==> src/rtl/core/assert_macros.svh <==
// assertion macros for the cipher unit
`ifndef ASSERT_MACROS_SVH
`define ASSERT_MACROS_SVH
`define ASSERT_IMPL(label, cond, msg) \
    label: assert property (@(posedge aclk) disable iff (!aresetn) (cond)) else $error(msg);
`define ASSERT_NEXT(label, pre, post, msg) \
    label: assert property (@(posedge aclk) disable iff (!aresetn) (pre) |=> (post)) \
        else $error(msg);
`endif

==> src/rtl/core/aes_cfb_ram.sv <==
// generic ram with one write port and one registered read port
module aes_cfb_ram #(
    parameter int WIDTH = 128,
    parameter int DEPTH = 15
) (
    input  logic                     aclk,
    input  logic                     we,
    input  logic [$clog2(DEPTH)-1:0] waddr,
    input  logic [WIDTH-1:0]         wdata,
    input  logic [$clog2(DEPTH)-1:0] raddr,
    output logic [WIDTH-1:0]         rdata
);
    logic [WIDTH-1:0] mem [DEPTH];

    always_ff @(posedge aclk) begin
        if (we) begin
            mem[waddr] <= wdata;
        end
        rdata <= mem[raddr];
    end
endmodule

==> config.mk <==
export PLATFORM = sky130hd
export DESIGN_NAME = aes_cfb_ram
export DESIGN_NICKNAME = d
export VERILOG_FILES = /design/src/rtl/core/assert_macros.svh /design/src/rtl/core/aes_cfb_ram.sv
export SDC_FILE = /design/constraint.sdc
export NUM_CORES = 2
export LEC_CHECK = 0
export BUFFER_PORTS_ARGS = -buffer_cell sky130_fd_sc_hd__buf_2
export CAP_MARGIN = 20
export CORE_UTILIZATION = 49
export DETAILED_ROUTE_END_ITERATION = 10
export PLACE_DENSITY = 0.65
export SYNTH_ARGS = -nofsm -noshare
export SYNTH_HDL_FRONTEND = slang
export SYNTH_SLANG_ARGS = --single-unit
==> constraint.sdc <==
create_clock -name aclk -period 12.4 [get_ports aclk]
set_input_delay 0.62 -clock aclk [delete_from_list [all_inputs] [get_ports aclk]]
set_output_delay 0.62 -clock aclk [all_outputs]
set_load 0.05 [all_outputs]
# Yosys cells after proc, flatten, opt, wreduce, memory -nomap -nowiden
# Memories as Yosys holds them, arrays and structs flattened. A register that Yosys moved wholly into a read port is not among the register bits.
# Index checks and enable logic that the tools add are counted.
dict set report totals {
  reg_bits 0
  ram_bits 1920
  input_bits 138
  output_inout_bits 128
  elab_cells 3
  memories 1
}
# memory depth word_bits read_ports rd_ports_with_merged_regs wr line
set memory_table {}
lappend memory_table {mem 15 128 1 1 1 aes_cfb_ram.sv:13} ;# logic [WIDTH-1:0] mem [DEPTH];
dict set report op_classes {
  n_mux 2
}
# cell count
set op_table {}
lappend op_table {{two-way mux 1 bit} 2}

# Logic depth before layout (Yosys ltp)
dict set report depth {
  word_depth 2
  mapped_depth 8
  depth_no_buf 4
}

# Least setup slack after synthesis
# No wires, ideal clock.
dict set report synth_timing {
  kind {input -> register}
  startpoint {input waddr[2]}
  endpoint {memory mem[0][0] (enable)}
  setup_time_ps 774
  t_arrival_ps 9773
  required_ps 11626
  slack_ps 1853
  path_stages 2
  n_path_buf 0
  cell_sequence {or3b_2 > nor3_1}
}
# item line
set synth_rtl {}
lappend synth_rtl {{from (decl)} aes_cfb_ram.sv:8} ;# input logic [$clog2(DEPTH)-1:0] waddr,
lappend synth_rtl {{to (decl)} aes_cfb_ram.sv:13}
# No word-level cell before the write port.

# Worst setup path in the final report
dict set report layout_timing {
  startpoint {input waddr[2]}
  endpoint {memory mem[0][123] (enable)}
}
# No word-level cell before the write port.

==> impl_metrics.yaml <==
status:
  outcome: "finished clean"
pwr:
  ir_worst_vdd_uv: 155
  sw_frac_of_total_pct: 21.8
  total_leakage_power_nw: 28.3
  p_int_w: 0.0114
  power_density_mw_per_mm2: 170
  pwr-share-clk_pct: 40.7
  p_comb_share_pct: 5.8
  p_switching_w: 0.00318
  pwr-share-seq_pct: 53.5
die:
  dieArea_mm2: 0.156
  ios: 266
  start_util_pct: 49.6
  coreArea_mm2: 0.153
  rows: 143
  chipHeight_um: 395
  die_x_um: 395
finish:
  regArea_mm2: 0.0602
  area_growth_pct: 13.3
  drive_gt1_share_pct: 22.0
  final_area_mm2: 0.0857
  n_fill_cell: 11400
  nNetsFinal: 4161
  fin_cells: 6238
  multi_input_area_mm2: 0.0144
synth:
  avgSynthCellArea_um2: 20.5
  synth-edff-count: 1920
  synth_ff_type: "edfxtp_1"
  ys_seq_elements: 2048
  synth_nets: 3820
  ys_warn_count: 0
  synth.distinct_cells: 31
  syn_inst: 3682
  ys_async_sr_fraction_pct: 0
  syn-cell-area_mm2: 0.0757
  ys_seq_area_share_pct: 79.6
routing:
  drt-pass1-iter-count: 7
  vias: 36800
  via_per_inst: 5.89
  wl_um: 174000
  ant_nets: 0
  drt_iter0_drc: 3310
  wire_per_inst_um: 28.0
  drc: 0
critical_path:
  critPathRequiredTime_ns: 12.80
  max_stage_delay_ns: 0.90
  slowest_stage: "buf_4"
  critPathMaxFanout: 49
  start_kind: "primary input"
  path_class: "primary input to register"
  crit_family: "buffers and inverters"
  worst_setup_path_end_kind: "register"
  timing.critical_path.mode_cell: "buf_4"
  reg2reg_slack_ns: 11.01
  cp_cell_sequence: "buf_2, or3b_2, nor3_2, buf_4, buf_4, buf_4"
  arrival_ns: 3.88
  crit_buf_inv: 4
sta:
  max_freq_ghz: 0.287
  skew_ns: 0.0441
  relSlewSlack_pct: 23.0
  hold_viol_final: 0
  fin_crit_sh_pct: 28.1
  fin_setup_tns_ns: 0
  rsz0062_at_grt: "false"
  setup_violations: 0
  finalMaxSlewViolations: 0
  worstMarginPinSlew_ns: 1.15
  setup_slack_ns: 8.92
  min_period_ns: 3.48
grt:
  grt_max_degree: 112
  overflow: 0
  first_global_vias: 37400
  antenna_found_initial: 38
  grt_pass1_wl_um: 253000
  grt_usage_pct: 22.3
place:
  gp_congestion: 0.715
  place_ws_ns: 8.01
  place_inst: 5848
  dp_hpwl_um: 86600
  dpl_cell_area_mm2: 0.0792
  port_buffers: 265
worst_hold_path:
  hold_class: "primary input to register"
clocking:
  h-tree-depth: 4
  holdBufCountCts: 0
  insertion_delay_ns: 0.82
  numCtsBuffers: 203
  clk_pin_slew_ns: 0.06
  cts_resized: 0
  ctsLongestPathBuffers: 3
  cts_setup_buffers: 0
  cts_tree: "built"
  numClockSinks: 2048
  cts_root_buf: "clkbuf_16"
flow_run:
  cap_violations: 0
metal layers:
| metal | wire [um] | global-route usage (%) |
|---|---|---|
| met3 | 12800 | 4.55 |
| met1 | 74700 | 32.1 |
| met4 | 3720 | 5.76 |
| met2 | 83000 | 35.2 |
| met5 | 186 | 0 |
registers in the layout, indices dropped and copies added (netlist names):
signal / count
mem: 1920
rdata: 128
path summary, 6_finish.rpt:
| path | startpoint | end | cells after the start |
|---|---|---|---|
| min reg2reg | mem[14][55] | rdata[55] | 2 |
| max reg2reg | mem[1][127] | rdata[127] | 3 |
| min | wdata[19] | mem[2][19] | 1 |
| max | waddr[2] | mem[0][123] | 6 |
cells in the mapped netlist, types with 2 or more instances:
cell / number / area share [%]
edfxtp_1: 1920 / 76
mux2i_1: 360 / 4.8
mux4_2: 268 / 8.0
nand2_1: 130 / 0.64
a22oi_1: 128 / 1.3
dfxtp_1: 128 / 3.4
nand2b_1: 122 / 1.0
a31oi_1: 116 / 0.96
o22ai_1: 116 / 0.96
o21ai_1: 103 / 0.68
clkbuf_1: 69 / 0.34
buf_2: 55 / 0.36
buf_4: 50 / 0.50
nor2_1: 31 / 0.15
buf_6: 22 / 0.33
o21ai_0: 13 / 0.086
a21oi_1: 12 / 0.079
o211ai_1: 12 / 0.12
buf_1: 11 / 0.055
nor3_1: 4 / 0.026
nand3b_1: 2 / 0.020
logic make-up (layout without fill, tap and decap cells):
logic type / after synthesis / count (layout) / synth area share [%]
multiplexers: 628 / 628 / 12.7
AND/OR/NAND/NOR: 296 / 296 / 1.92
AO/OA/AOI/OAI: 500 / 500 / 4.15
buffers and inverters: 210 / 726 / 1.60
other: 0 / 10 / 0
flip-flops: 2048 / 2048 / 79.6
power groups by stage:
stage	Clock [W]	Combinational (W)	Sequential (W)
3_3_place_gp	0	0.000845	0.00795
2_1_floorplan	0	0.000395	0.00810
4_1_cts	0.00603	0.000860	0.00781
3_5_place_dp	0	0.000857	0.00795
6_report	0.00594	0.000850	0.00781
5_1_grt	0.00629	0.000907	0.00782
placed cells by master, fill, tap and decap left out, types with 69 or more instances in the layout:
| cell type | count |
|---|---|
| nand2_1 | 130 |
| edfxtp_1 | 1920 |
| clkbuf_16 | 206 |
| a31oi_1 | 116 |
| dfxtp_1 | 128 |
| mux4_2 | 268 |
| o22ai_1 | 116 |
| nand2b_1 | 120 |
| buf_2 | 262 |
| buf_4 | 69 |
| clkbuf_1 | 71 |
| o21ai_1 | 103 |
| a22oi_1 | 128 |
| mux2i_1 | 360 |
through the flow:
stage | util (%) | hold WS, ns | total power, W
floorplan | - | 0.520 | 0.00850
global placement | 51.8 | 0.533 | 0.00879
detailed placement | 51.9 | 0.546 | 0.00881
CTS | 56.1 | 0.0895 | 0.0147
global route | 56.1 | 0.130 | 0.0150
finish | 56.2 | 0.150 | 0.0146
layout make-up:
| cell class | count | share of cell area [%] |
|---|---|---|
| inverter | 3 | 0.0219 |
| multi-input combinational | 1424 | 16.8 |
| sequential | 2048 | 70.3 |
| tap | 2030 | 2.96 |
| antenna | 10 | 0.0292 |
| clock buffer | 301 | 6.71 |
| timing repair buffer | 343 | 2.37 |
| clock inverter | 79 | 0.882 |
Power figures use the tool's default switching activity.
